[src/rtl/core/cfp_pkg.sv]
// Shared types and constants for the command frame parser.
// Used by the front, the queue, the back and the top level; no dependencies.
package cfp_pkg;

  localparam logic [7:0] SYNC_BYTE = 8'hFF;
  localparam int unsigned NUM_CAP = 9;
  localparam int unsigned NUM_ARGS = 7;
  localparam logic [3:0] CAP_FIRST = 4'd5;
  localparam logic [3:0] CAP_LAST = 4'd13;
  localparam logic [3:0] IDX_SAT = 4'd14;

  localparam logic [1:0] CFG_LED = 2'd0;
  localparam logic [1:0] CFG_RTC = 2'd1;
  localparam logic [1:0] CFG_ALARM = 2'd2;

  typedef enum logic [2:0] {
    PH_IDLE,
    PH_SYNC2,
    PH_LENHI,
    PH_LENLO,
    PH_BODY,
    PH_CHECK
  } phase_t;

  typedef enum logic [1:0] {
    K_START,
    K_BAD,
    K_BYTE,
    K_FINISH
  } kind_t;

  typedef enum logic [1:0] {
    CHK_KEEP,
    CHK_LOAD,
    CHK_XOR
  } chk_t;

  typedef enum logic [1:0] {
    ST_OK,
    ST_BAD_SYNC,
    ST_BAD_CHECK
  } status_t;

  typedef enum logic [1:0] {
    ACT_NONE,
    ACT_LED,
    ACT_RTC,
    ACT_ALARM
  } action_t;

  // One classified byte, handed from the front to the back.
  typedef struct packed {
    kind_t      kind;
    chk_t       chk;
    logic       cap_valid;
    logic [3:0] cap_sel;
    logic [7:0] data;
  } op_t;

  typedef struct packed {
    logic [7:0] led;
    logic [7:0] rtc;
    logic [7:0] alarm;
  } cmd_codes_t;

  typedef struct packed {
    status_t                   status;
    logic [7:0]                check;
    logic [7:0]                sequence_res;
    logic [7:0]                command;
    action_t                   action;
    logic [NUM_ARGS-1:0][7:0]  args;
  } result_t;

endpackage

[src/rtl/core/cfp_front.sv]
// Front of the command frame parser: tracks the frame layout and classifies
// each accepted byte into an operation for the back. Depends on cfp_pkg.
module cfp_front (
  input  logic          clk,
  input  logic          rst,
  input  logic          accept,
  input  logic [7:0]    data_byte,
  input  logic          frame_start,
  output logic          push,
  output cfp_pkg::op_t  op
);
  import cfp_pkg::*;

  phase_t      phase, phase_next;
  logic [15:0] remaining, remaining_next;
  logic [3:0]  index, index_next;
  logic [15:0] len_word;

  assign len_word = {remaining[15:8], data_byte};

  always_ff @(posedge clk) begin
    if (rst) begin
      phase <= PH_IDLE;
      remaining <= '0;
      index <= '0;
    end else begin
      phase <= phase_next;
      remaining <= remaining_next;
      index <= index_next;
    end
  end

  // Next state.
  always_comb begin
    phase_next = phase;
    remaining_next = remaining;
    index_next = index;
    if (accept) begin
      if (frame_start) begin
        phase_next = (data_byte == SYNC_BYTE) ? PH_SYNC2 : PH_IDLE;
        remaining_next = '0;
        index_next = 4'd1;
      end else if (phase != PH_IDLE) begin
        index_next = (index == IDX_SAT) ? index : index + 4'd1;
        case (phase)
          PH_SYNC2: begin
            phase_next = (data_byte == SYNC_BYTE) ? PH_LENHI : PH_IDLE;
          end
          PH_LENHI: begin
            remaining_next = {data_byte, 8'h00};
            phase_next = PH_LENLO;
          end
          PH_LENLO: begin
            if (len_word == 16'd0) begin
              phase_next = PH_IDLE;
            end else begin
              remaining_next = len_word - 16'd1;
              phase_next = (len_word == 16'd1) ? PH_CHECK : PH_BODY;
            end
          end
          PH_BODY: begin
            remaining_next = remaining - 16'd1;
            if (remaining == 16'd1) begin
              phase_next = PH_CHECK;
            end
          end
          PH_CHECK: begin
            phase_next = PH_IDLE;
          end
          default: begin
            phase_next = PH_IDLE;
          end
        endcase
      end
    end
  end

  // Outputs: one operation per byte that matters to the back.
  always_comb begin
    push = 1'b0;
    op.kind = K_BYTE;
    op.chk = CHK_KEEP;
    op.data = data_byte;
    op.cap_valid = !frame_start && (index >= CAP_FIRST) && (index <= CAP_LAST);
    op.cap_sel = index - CAP_FIRST;
    if (accept) begin
      if (frame_start) begin
        push = 1'b1;
        op.kind = (data_byte == SYNC_BYTE) ? K_START : K_BAD;
      end else begin
        case (phase)
          PH_SYNC2: begin
            if (data_byte != SYNC_BYTE) begin
              push = 1'b1;
              op.kind = K_BAD;
            end
          end
          PH_LENHI: begin
            push = 1'b1;
            op.chk = CHK_LOAD;
          end
          PH_LENLO: begin
            push = 1'b1;
            if (len_word == 16'd0) begin
              op.kind = K_FINISH;
            end else begin
              op.chk = CHK_XOR;
            end
          end
          PH_BODY: begin
            push = 1'b1;
            op.chk = CHK_XOR;
          end
          PH_CHECK: begin
            push = 1'b1;
            op.kind = K_FINISH;
          end
          default: begin
            push = 1'b0;
          end
        endcase
      end
    end
  end

endmodule

[src/rtl/core/cfp_queue.sv]
// Short queue of classified operations between front and back.
// Depends on cfp_pkg for the entry type.
module cfp_queue #(
  parameter int unsigned DEPTH = 4
) (
  input  logic          clk,
  input  logic          rst,
  input  logic          push,
  input  cfp_pkg::op_t  push_op,
  output logic          full,
  output logic          head_valid,
  output cfp_pkg::op_t  head_op,
  input  logic          pop
);
  import cfp_pkg::*;

  localparam int unsigned PTR_W = (DEPTH > 1) ? $clog2(DEPTH) : 1;
  localparam int unsigned CNT_W = $clog2(DEPTH + 1);

  op_t              entries [DEPTH];
  logic [PTR_W-1:0] wr_ptr, rd_ptr;
  logic [CNT_W-1:0] count;
  logic             do_push, do_pop;

  assign full = (count == CNT_W'(DEPTH));
  assign head_valid = (count != '0);
  assign head_op = entries[rd_ptr];
  assign do_push = push && !full;
  assign do_pop = pop && head_valid;

  always_ff @(posedge clk) begin
    if (do_push) begin
      entries[wr_ptr] <= push_op;
    end
  end

  always_ff @(posedge clk) begin
    if (rst) begin
      wr_ptr <= '0;
      rd_ptr <= '0;
      count <= '0;
    end else begin
      if (do_push) begin
        wr_ptr <= (wr_ptr == PTR_W'(DEPTH - 1)) ? '0 : wr_ptr + 1'b1;
      end
      if (do_pop) begin
        rd_ptr <= (rd_ptr == PTR_W'(DEPTH - 1)) ? '0 : rd_ptr + 1'b1;
      end
      if (do_push && !do_pop) begin
        count <= count + 1'b1;
      end else if (do_pop && !do_push) begin
        count <= count - 1'b1;
      end
    end
  end

endmodule

[src/rtl/core/cfp_back.sv]
// Back of the command frame parser: folds the check, captures frame bytes
// and builds the registered result. Depends on cfp_pkg.
module cfp_back (
  input  logic                clk,
  input  logic                rst,
  input  logic                head_valid,
  input  cfp_pkg::op_t        head_op,
  output logic                pop,
  input  cfp_pkg::cmd_codes_t codes,
  output logic                out_valid,
  input  logic                out_ready,
  output cfp_pkg::result_t    result
);
  import cfp_pkg::*;

  logic [7:0] cap [NUM_CAP];
  logic [7:0] cap_next [NUM_CAP];
  logic [7:0] check, check_next;
  logic       needs_out, slot_free, emit;
  result_t    result_next;

  assign needs_out = (head_op.kind == K_BAD) || (head_op.kind == K_FINISH);
  assign slot_free = !out_valid || out_ready;
  assign pop = head_valid && (!needs_out || slot_free);
  assign emit = pop && needs_out;

  always_comb begin
    for (int i = 0; i < NUM_CAP; i++) begin
      if (head_op.kind == K_START || head_op.kind == K_BAD) begin
        cap_next[i] = '0;
      end else if (head_op.cap_valid && head_op.cap_sel == 4'(i)) begin
        cap_next[i] = head_op.data;
      end else begin
        cap_next[i] = cap[i];
      end
    end
  end

  always_comb begin
    check_next = check;
    if (head_op.kind == K_START || head_op.kind == K_BAD) begin
      check_next = '0;
    end else begin
      case (head_op.chk)
        CHK_LOAD: check_next = head_op.data;
        CHK_XOR:  check_next = check ^ head_op.data;
        default:  check_next = check;
      endcase
    end
  end

  // Result of the operation at the head; used only when it emits.
  always_comb begin
    result_next = '0;
    if (head_op.kind == K_BAD) begin
      result_next.status = ST_BAD_SYNC;
    end else begin
      result_next.status = (check == head_op.data) ? ST_OK : ST_BAD_CHECK;
      result_next.check = check;
      result_next.sequence_res = cap_next[0];
      for (int j = 0; j < NUM_ARGS; j++) begin
        result_next.args[j] = cap_next[j + 2];
      end
      if (check == head_op.data) begin
        result_next.command = cap_next[1];
        if (cap_next[1] == codes.led) begin
          result_next.action = ACT_LED;
        end else if (cap_next[1] == codes.rtc) begin
          result_next.action = ACT_RTC;
        end else if (cap_next[1] == codes.alarm) begin
          result_next.action = ACT_ALARM;
        end else begin
          result_next.action = ACT_NONE;
        end
      end
    end
  end

  always_ff @(posedge clk) begin
    if (rst) begin
      check <= '0;
      for (int i = 0; i < NUM_CAP; i++) begin
        cap[i] <= '0;
      end
    end else if (pop) begin
      check <= check_next;
      for (int i = 0; i < NUM_CAP; i++) begin
        cap[i] <= cap_next[i];
      end
    end
  end

  always_ff @(posedge clk) begin
    if (rst) begin
      out_valid <= 1'b0;
    end else if (emit) begin
      out_valid <= 1'b1;
    end else if (out_ready) begin
      out_valid <= 1'b0;
    end
  end

  always_ff @(posedge clk) begin
    if (emit) begin
      result <= result_next;
    end
  end

endmodule

[src/rtl/core/command_frame_parser_core.sv]
// Top level of the command frame parser: command code registers, front,
// queue and back. Depends on cfp_pkg, cfp_front, cfp_queue and cfp_back.
//
//   channel  direction  handshake              beat contents
//   input    in         in_valid / in_ready    data_byte, frame_start
//   result   out        out_valid / out_ready  status, computed_check,
//                                              sequence_res, command, action,
//                                              arg_byte0 .. arg_byte6
//   config   in         cfg_we (no wait)       cfg_index, cfg_data
//
// The block takes one input beat per cycle while the queue has room. A byte
// enters the queue when it is accepted; a result is loaded into the output
// register when the back retires the closing operation from the queue head.
// The sustained rate is set by the back retiring one entry per cycle; only a
// result that waits on out_ready stops the back, and input stalls once the
// QUEUE_DEPTH entries have filled.
// Reset is synchronous and clears the parse state, the queue, the output
// valid and sets the command codes to their defaults.
module command_frame_parser_core #(
  parameter int unsigned QUEUE_DEPTH = 4
) (
  input  logic       clk,
  input  logic       rst,
  input  logic       in_valid,
  output logic       in_ready,
  input  logic [7:0] data_byte,
  input  logic       frame_start,
  output logic       out_valid,
  input  logic       out_ready,
  output logic [1:0] status,
  output logic [7:0] computed_check,
  output logic [7:0] sequence_res,
  output logic [7:0] command,
  output logic [1:0] action,
  output logic [7:0] arg_byte0,
  output logic [7:0] arg_byte1,
  output logic [7:0] arg_byte2,
  output logic [7:0] arg_byte3,
  output logic [7:0] arg_byte4,
  output logic [7:0] arg_byte5,
  output logic [7:0] arg_byte6,
  input  logic       cfg_we,
  input  logic [1:0] cfg_index,
  input  logic [7:0] cfg_data
);
  import cfp_pkg::*;

  cmd_codes_t codes;
  logic       accept;
  logic       push, full, head_valid, pop;
  op_t        push_op, head_op;
  result_t    result;

  // Command code registers. An index past the last register is ignored.
  always_ff @(posedge clk) begin
    if (rst) begin
      codes.led <= 8'd1;
      codes.rtc <= 8'd4;
      codes.alarm <= 8'd5;
    end else if (cfg_we) begin
      case (cfg_index)
        CFG_LED:   codes.led <= cfg_data;
        CFG_RTC:   codes.rtc <= cfg_data;
        CFG_ALARM: codes.alarm <= cfg_data;
        default:   codes <= codes;
      endcase
    end
  end

  // Input is taken whenever the queue can hold the beat's operation. Bytes
  // that produce no operation are still only taken then, which keeps the
  // ready path free of the parse state.
  assign in_ready = !full;
  assign accept = in_valid && in_ready;

  cfp_front u_front (
    .clk         (clk),
    .rst         (rst),
    .accept      (accept),
    .data_byte   (data_byte),
    .frame_start (frame_start),
    .push        (push),
    .op          (push_op)
  );

  cfp_queue #(
    .DEPTH (QUEUE_DEPTH)
  ) u_queue (
    .clk        (clk),
    .rst        (rst),
    .push       (push),
    .push_op    (push_op),
    .full       (full),
    .head_valid (head_valid),
    .head_op    (head_op),
    .pop        (pop)
  );

  cfp_back u_back (
    .clk        (clk),
    .rst        (rst),
    .head_valid (head_valid),
    .head_op    (head_op),
    .pop        (pop),
    .codes      (codes),
    .out_valid  (out_valid),
    .out_ready  (out_ready),
    .result     (result)
  );

  assign status = result.status;
  assign computed_check = result.check;
  assign sequence_res = result.sequence_res;
  assign command = result.command;
  assign action = result.action;
  assign arg_byte0 = result.args[0];
  assign arg_byte1 = result.args[1];
  assign arg_byte2 = result.args[2];
  assign arg_byte3 = result.args[3];
  assign arg_byte4 = result.args[4];
  assign arg_byte5 = result.args[5];
  assign arg_byte6 = result.args[6];

  // A bad header carries nothing but its status.
  a_bad_sync_empty: assert property (@(posedge clk) disable iff (rst)
    out_valid && status == ST_BAD_SYNC |->
      computed_check == 8'd0 && sequence_res == 8'd0 && arg_byte0 == 8'd0)
    else $error("bad sync result carries frame data");

  // Command and action are reported only for a frame that checked out.
  a_action_needs_ok: assert property (@(posedge clk) disable iff (rst)
    out_valid && (action != ACT_NONE || command != 8'd0) |-> status == ST_OK)
    else $error("command or action reported on a failed frame");

  // The back never retires an operation while the queue is empty.
  a_pop_has_entry: assert property (@(posedge clk) disable iff (rst)
    pop |-> head_valid)
    else $error("queue popped while empty");

  // A new result is loaded only into a free output slot.
  a_no_overwrite: assert property (@(posedge clk) disable iff (rst)
    out_valid && !out_ready |=> out_valid && $stable(status) && $stable(computed_check))
    else $error("pending result overwritten");

endmodule
[config.mk]
export PLATFORM = sky130hd
export DESIGN_NAME = command_frame_parser_core
export DESIGN_NICKNAME = d
export VERILOG_FILES = /design/src/rtl/core/cfp_pkg.sv /design/src/rtl/core/cfp_front.sv /design/src/rtl/core/cfp_queue.sv /design/src/rtl/core/cfp_back.sv /design/src/rtl/core/command_frame_parser_core.sv
export SDC_FILE = /design/constraint.sdc
export NUM_CORES = 1
export LEC_CHECK = 0
export ABC_CLOCK_PERIOD_IN_PS = 7120
export BUFFER_PORTS_ARGS = -buffer_cell sky130_fd_sc_hd__buf_4
export CORE_UTILIZATION = 60
export DETAILED_ROUTE_END_ITERATION = 8
export GPL_ROUTABILITY_DRIVEN = 0
export HOLD_SLACK_MARGIN = 0.12
export PLACE_DENSITY = 0.8
export SKIP_LAST_GASP = 1
export SYNTH_ARGS = -nofsm -noshare
export SYNTH_HDL_FRONTEND = slang
export SYNTH_HIERARCHICAL = 1
export SYNTH_SLANG_ARGS = --single-unit
[constraint.sdc]
create_clock -name clk -period 7.12 [get_ports clk]
set_input_delay 1.068 -clock clk [delete_from_list [all_inputs] [get_ports clk]]
set_output_delay 1.068 -clock clk [all_outputs]
set_load 0.1 [all_outputs]
==> impl_metrics.ini, run 1 <==
[synthesis]
synth_area_per_cell_um2 = 12.7
synth_area_leader_cell = edfxtp_1
syn_nets = 1111
synth_cell_types = 85
syn_area_mm2 = 0.0136
synth_top_cell_area_share_pct = 49.5
synthArstFlopShare_pct = 0
yosysWarnings = 6
synth-edff-count = 224
synth_seq_area_share_pct = 59.1
synth.area.top_cells = edfxtp_1 49%, dfxtp_1 9.6%, mux2i_1 6.8%
synth_cells = 1071
ys_ff_latch = 289
synth_flop_cell = edfxtp_1

[drt]
firstDrtPassIters = 9
wl_met2_um = 13700
wl_met1_um = 12200
ant_nets = 0
met3_length_um = 1520
wl_um = 28100
wl_per_cell_um = 19.4
viasPerCell = 5.92
top_layer_used = met4
vias = 8568
route.detailed.drc = 6
drt_iter0_drc = 714

[timing]
fmax_mhz = 264
min_period_ps = 3790
finalMaxSlewViolations = 0
setup_viol = 0
fin_crit_sh_pct = 53.2
finClkSkew_ps = 19.2
worstMarginPinSlew_ps = 1120
hold_viol_final = 0
fin_setup_tns_ps = 0
rsz0062_at_grt = no
worst_hold_slack_ps = 496
slew_headroom_pct = 25.1

[clocking]
post_cts_resize_count = 0
clock-root-buffer = clkbuf_16
htree_levels = 1
clkSinkCount = 289
clockBufferDepth = 3
ctsHoldBuffers = 0
clkTransAtPathRegs_ps = 60
post_cts_buffers = 0
clkLatencyLatePin_ps = 550
numCtsBuffers = 29
cts_tree = built

[setup_path]
worst-path-max-fanout = 17
regToRegEndpoint = u_back/result[56]
cp-end-kind = register
cp-start-kind = register
critical_path_class = register to register
cp.arrival_ps = 4190
worstPathRequired_ps = 7520
reg2reg_slack_ps = 3330
r2r_cells = 9

[die]
core_area_mm2 = 0.0220
row_count = 54
die_w_um = 153
initial_core_util_pct = 61.7
ios = 110
die_h_um = 153
dieArea_mm2 = 0.0233

[grt]
grt_pass1_wl_um = 44600
grt_overflow = 0
antenna_found_initial = 0
grt_pass1_vias = 8385
grt_max_degree = 86
grt_use_total_pct = 24.1

[pwr]
power.density_mw_per_mm2 = 441
p_leak_nw = 5.61
ir_drop_mv = 0.324

[cells_and_area]
drive_gt1_share_pct = 17.7
n_antenna_cell = 0
fillers = 1564
syn2layout_area_growth_pct = 12.5
fin_nets = 1187

[hold_path]
hold_end = codes[22]
hold_start = codes[22]
min_path_cells = 2
hp-class = register to register

[job]
maxCapViolCount = 0

[run_status]
run_status = finished, violations left
violations = design-rule violations

[place]
portBuffers = 109
hpwl_um = 17700
-- worst max path at each step --
stage | from | to | slack (ps) | depth (start not counted)
6_report | register | u_back/result[56] | 3330 | 9
5_1_grt | register | u_back/result[56] | 3120 | 9
4_1_cts | register | u_back/result[56] | 3340 | 9
3_5_place_dp | data_byte[0] | u_queue/count[2] | 3310 | 16
3_3_place_gp | data_byte[0] | u_queue/count[2] | 3360 | 16
2_1_floorplan | out_ready | u_back/result[0] | 1780 | 4
-- critical path, stage by stage, from the launching register on --
cell and delay, ps:
dfxtp_1 910, mux4_2 480, nor2b_1 610, and2_4 460, a31oi_1 260, xor2_1 230
nand2_1 90, nor3_1 60, or3_1 380, a21boi_1 170
-- logic make-up (layout without fill, tap and decap cells) --
group                      count (synthesis)  in the layout  synth area share [%]
xor gates and xnor gates                  41             41                  2.64
muxes                                    109            109                  9.59
DFF                                      289            289                  59.1
AOI/OAI and AO/OA                        143            143                  7.80
and+or+nand+nor                          382            382                  16.0
buffers and inverters                     91            187                  3.41
adders and majority gates                 16             16                  1.53
-- report_power, final --
group          switching [mW]  leakage (nW)  total [mW]  internal, mW
registers               0.165          2.71        2.56          2.39
logic                    2.18          2.50        2.83         0.649
clock network           0.613         0.400        1.36         0.744
-- sequential cells by signal, indices dropped and copies added (netlist names), named ones only --
signal             count
u_back/result         84
u_back/cap            72
u_queue/entries       68
codes                 24
u_front/remaining     16
u_back/check           8
u_front/index          4
u_front/phase          3
u_queue/count          3
u_queue/rd_ptr         2
u_queue/wr_ptr         2
u_back/out_valid       1
-- placed cells by master, fill, tap and decap left out, drive strengths merged, types with 15 or more instances in the layout --
cell / count
a21oi: 28
and2: 74
buf: 116
clkbuf: 36
dfxtp: 65
edfxtp: 224
ha: 15
inv: 19
mux2i: 92
mux4: 17
nand2: 49
nand2b: 33
nand3: 18
nor2: 74
nor2b: 66
o21ai: 34
xnor2: 19
xor2: 22
-- area by class of cell --
type | count | area [um2] | area share, %
clock inverter | 15 | 78.8 | 0.516
tap | 280 | 350 | 2.29
clock buffer | 36 | 752 | 4.92
multi-input combinational | 691 | 5120 | 33.5
inverter | 20 | 93.8 | 0.614
sequential | 289 | 8030 | 52.5
timing repair buffer | 116 | 871 | 5.70
-- routing by layer --
metal  GRT usage, %  vias up
li1               -     4062
met1           32.9     4185
met2           41.3      267
met3           3.16       54
met4           6.20        0
met5              0        -
-- metrics by stage --
stage          utilization [%]  setup slack (ps)  area, um2  std cells  power [mW]
2_1_floorplan                -              1780      13600       1071        4.82
5_1_grt                   69.4              3120      15300       1447        7.00
6_report                  69.4              3330      15300       1447        6.74
3_3_place_gp              65.6              3360      14500       1396        5.36
3_5_place_dp              65.6              3310      14500       1396        5.41
4_1_cts                   69.4              3340      15300       1447        6.78
-- synthesized netlist by cell type, types with 3 or more instances --
library cell	n
xor2_1	22
o21ai_0	28
nand3_1	18
buf_4	11
nand2_1	48
a21boi_0	8
a31oi_2	4
xnor2_1	19
nand4_1	7
inv_1	18
nor3_1	6
and3_1	5
a22oi_1	11
nand2b_1	33
dfxtp_1	65
nor2b_1	66
or3b_1	3
or3_1	5
nor4_1	10
a32oi_1	9
edfxtp_1	224
mux4_2	17
mux2i_1	92
a211oi_2	3
ha_1	15
buf_6	7
buf_2	4
o21ai_1	5
nor3b_1	5
a31oi_1	4
nand3b_1	9
buf_1	4
and2_1	73
clkbuf_1	42
nor2_1	72
clkbuf_2	3
o22ai_1	10
a21oi_1	27
and3b_1	3
Note: power is estimated with default switching activity, not from simulation.
==> run 2, diff against run 1 <==
Settings changed: ABC_CLOCK_PERIOD_IN_PS 7120 to 3200, CORE_UTILIZATION 60 to 54, PLACE_DENSITY 0.8 to 0.76.
Clock period 7.12 ns to 3.2 ns, I/O delays scaled along.
==> run 2 against run 1 <==
  * The flow now finishes without violations
  * Cell count grew 5.3%
  * Register-to-register slack worse by 3200 ps
  * Sequential power rose by 120%
  * Hold slack got worse by 300 ps
  * Via count is 1.7% higher
  * Clock skew fell by 12 ps
  * Clock power rose to 2.7 times the previous value
  * Largest power group unchanged
==> impl_metrics.ini, run 2 (synthesis results as in run 1) <==
[clocking]
clockBufferDepth = 3
clkSinkCount = 289
htree_levels = 1
clkTransAtPathRegs_ps = 60
ctsHoldBuffers = 0
clock-root-buffer = clkbuf_16
numCtsBuffers = 29
clkLatencyLatePin_ps = 540
cts_tree = built

[run_status]
run_status = finished clean

[setup_path]
worst-path-max-fanout = 20
r2r_cells = 11
worstPathRequired_ps = 3500
cp.arrival_ps = 3340
regToRegEndpoint = u_back/result[56]
cp-start-kind = register
reg2reg_slack_ps = 160
cp-end-kind = register
critical_path_class = register to register

[die]
row_count = 57
ios = 110
die_w_um = 161
die_h_um = 161
initial_core_util_pct = 55.4
core_area_mm2 = 0.0245
dieArea_mm2 = 0.0258

[drt]
wl_met2_um = 14100
wl_met1_um = 12400
wl_um = 28700
met3_length_um = 1600
ant_nets = 0
wl_per_cell_um = 18.8
top_layer_used = met4
viasPerCell = 5.72
drt_iter0_drc = 662
vias = 8715
route.detailed.drc = 0
firstDrtPassIters = 5

[hold_path]
min_path_cells = 1
hold_start = data_byte[1]
hp-class = primary input to register
hold_end = u_queue/entries[0][1]

[pwr]
p_leak_nw = 5.90
ir_drop_mv = 0.789
power.density_mw_per_mm2 = 1000
total_power_mw = 15.9

[timing]
fin_crit_sh_pct = 95.1
worst_hold_slack_ps = 196
finalMaxSlewViolations = 0
slew_headroom_pct = 49.1
hold_viol_final = 0
final.setup.worst_slack_ps = 157
fmax_mhz = 329
worstMarginPinSlew_ps = 756
finClkSkew_ps = 6.86
setup_viol = 0
min_period_ps = 3040
rsz0062_at_grt = no

[cells_and_area]
finalNonFillerCells = 1523
largest_reg_flops = 84
layout.cells.most_common = edfxtp_1
syn2layout_area_growth_pct = 16.8
drive_gt1_share_pct = 20.4
n_antenna_cell = 0
regMostFlops = u_back/result
fin_nets = 1216
final_area_mm2 = 0.0159
final_cell_mix = 224 x edfxtp_1, 137 x buf_4, 92 x mux2i_1
reg_top3 = u_back/result: 84 flops, u_back/cap: 72 flops, u_queue/entries: 68 flops

[grt]
antenna_found_initial = 0
grt_overflow = 0
grt_max_degree = 77
grt_pass1_wl_um = 45500
grt_pass1_vias = 8282
grt_use_total_pct = 22.4

[place]
pre_cts_ws_ps = -72.0
dpl_cell_area_mm2 = 0.0148
dp.cells = 1469
hpwl_um = 18600
portBuffers = 109

[job]
maxCapViolCount = 0
[run 2: cell types whose count changed in the layout (fill, tap and decap cells not counted), sizes merged]
cell,before,now
clkinvlp,3,1
clkinv,12,11
buf,116,145
inv,19,20
bufinv,1,9
clkbuf,36,33
[run 2: layer usage]
layer  global-route usage (%)  vias up
met3                     2.97       52
met2                     37.6      289
met1                     30.6     4247
met5                        0        -
met4                     6.49        0
li1                         -     4127
[run 2: area by class of cell]
class | count | area, um2
Clock buffer | 33 | 741
Clock inverter | 21 | 312
Fill cell | 1840 | 8660
Inverter | 20 | 93.8
Multi-Input combinational cell | 691 | 5120
Sequential cell | 289 | 8030
Tap cell | 324 | 405
Timing Repair Buffer | 145 | 1170
[run 2: what timing repair did]
item | 4_1_cts | 5_1_grt
gates resized for setup | 2 | 2
setup endpoints to repair | 1 | 2
setup buffers | 0 | 0
cloned | 0 | 0
[run 2: critical path, stage by stage (launching register included)]
cell and delay, ps:
dfxtp_4 420, mux4_2 550, nor3b_2 220, buf_6 220, and2_4 260, buf_4 240
o21ai_4 110, xnor2_1 190, nand4_1 110, nor3_1 270, or3_1 150, a21boi_1 60
[run 2: per-stage QoR]
stage	setup TNS, ps	utilization (%)
detailed placement	-72.0	60.4
global route	0	64.7
floorplan	0	-
CTS	0	64.7
global placement	0	60.4
finish	0	64.7
[run 2: how the worst max path moves through the flow]
stage	start	end	cells past startpoint
4_1_cts	register	u_back/result[56]	11
3_3_place_gp	register	u_back/result[56]	10
6_report	register	u_back/result[56]	11
2_1_floorplan	register	u_back/result[56]	12
5_1_grt	register	u_back/result[56]	11
3_5_place_dp	register	u_back/result[56]	10
[run 2: report_power, final]
part	total, mW	switching (mW)	internal, mW
Combinational	6.51	4.87	1.64
Clock	3.73	1.42	2.31
Sequential	5.66	0.360	5.30
Total	15.9	6.65	9.24
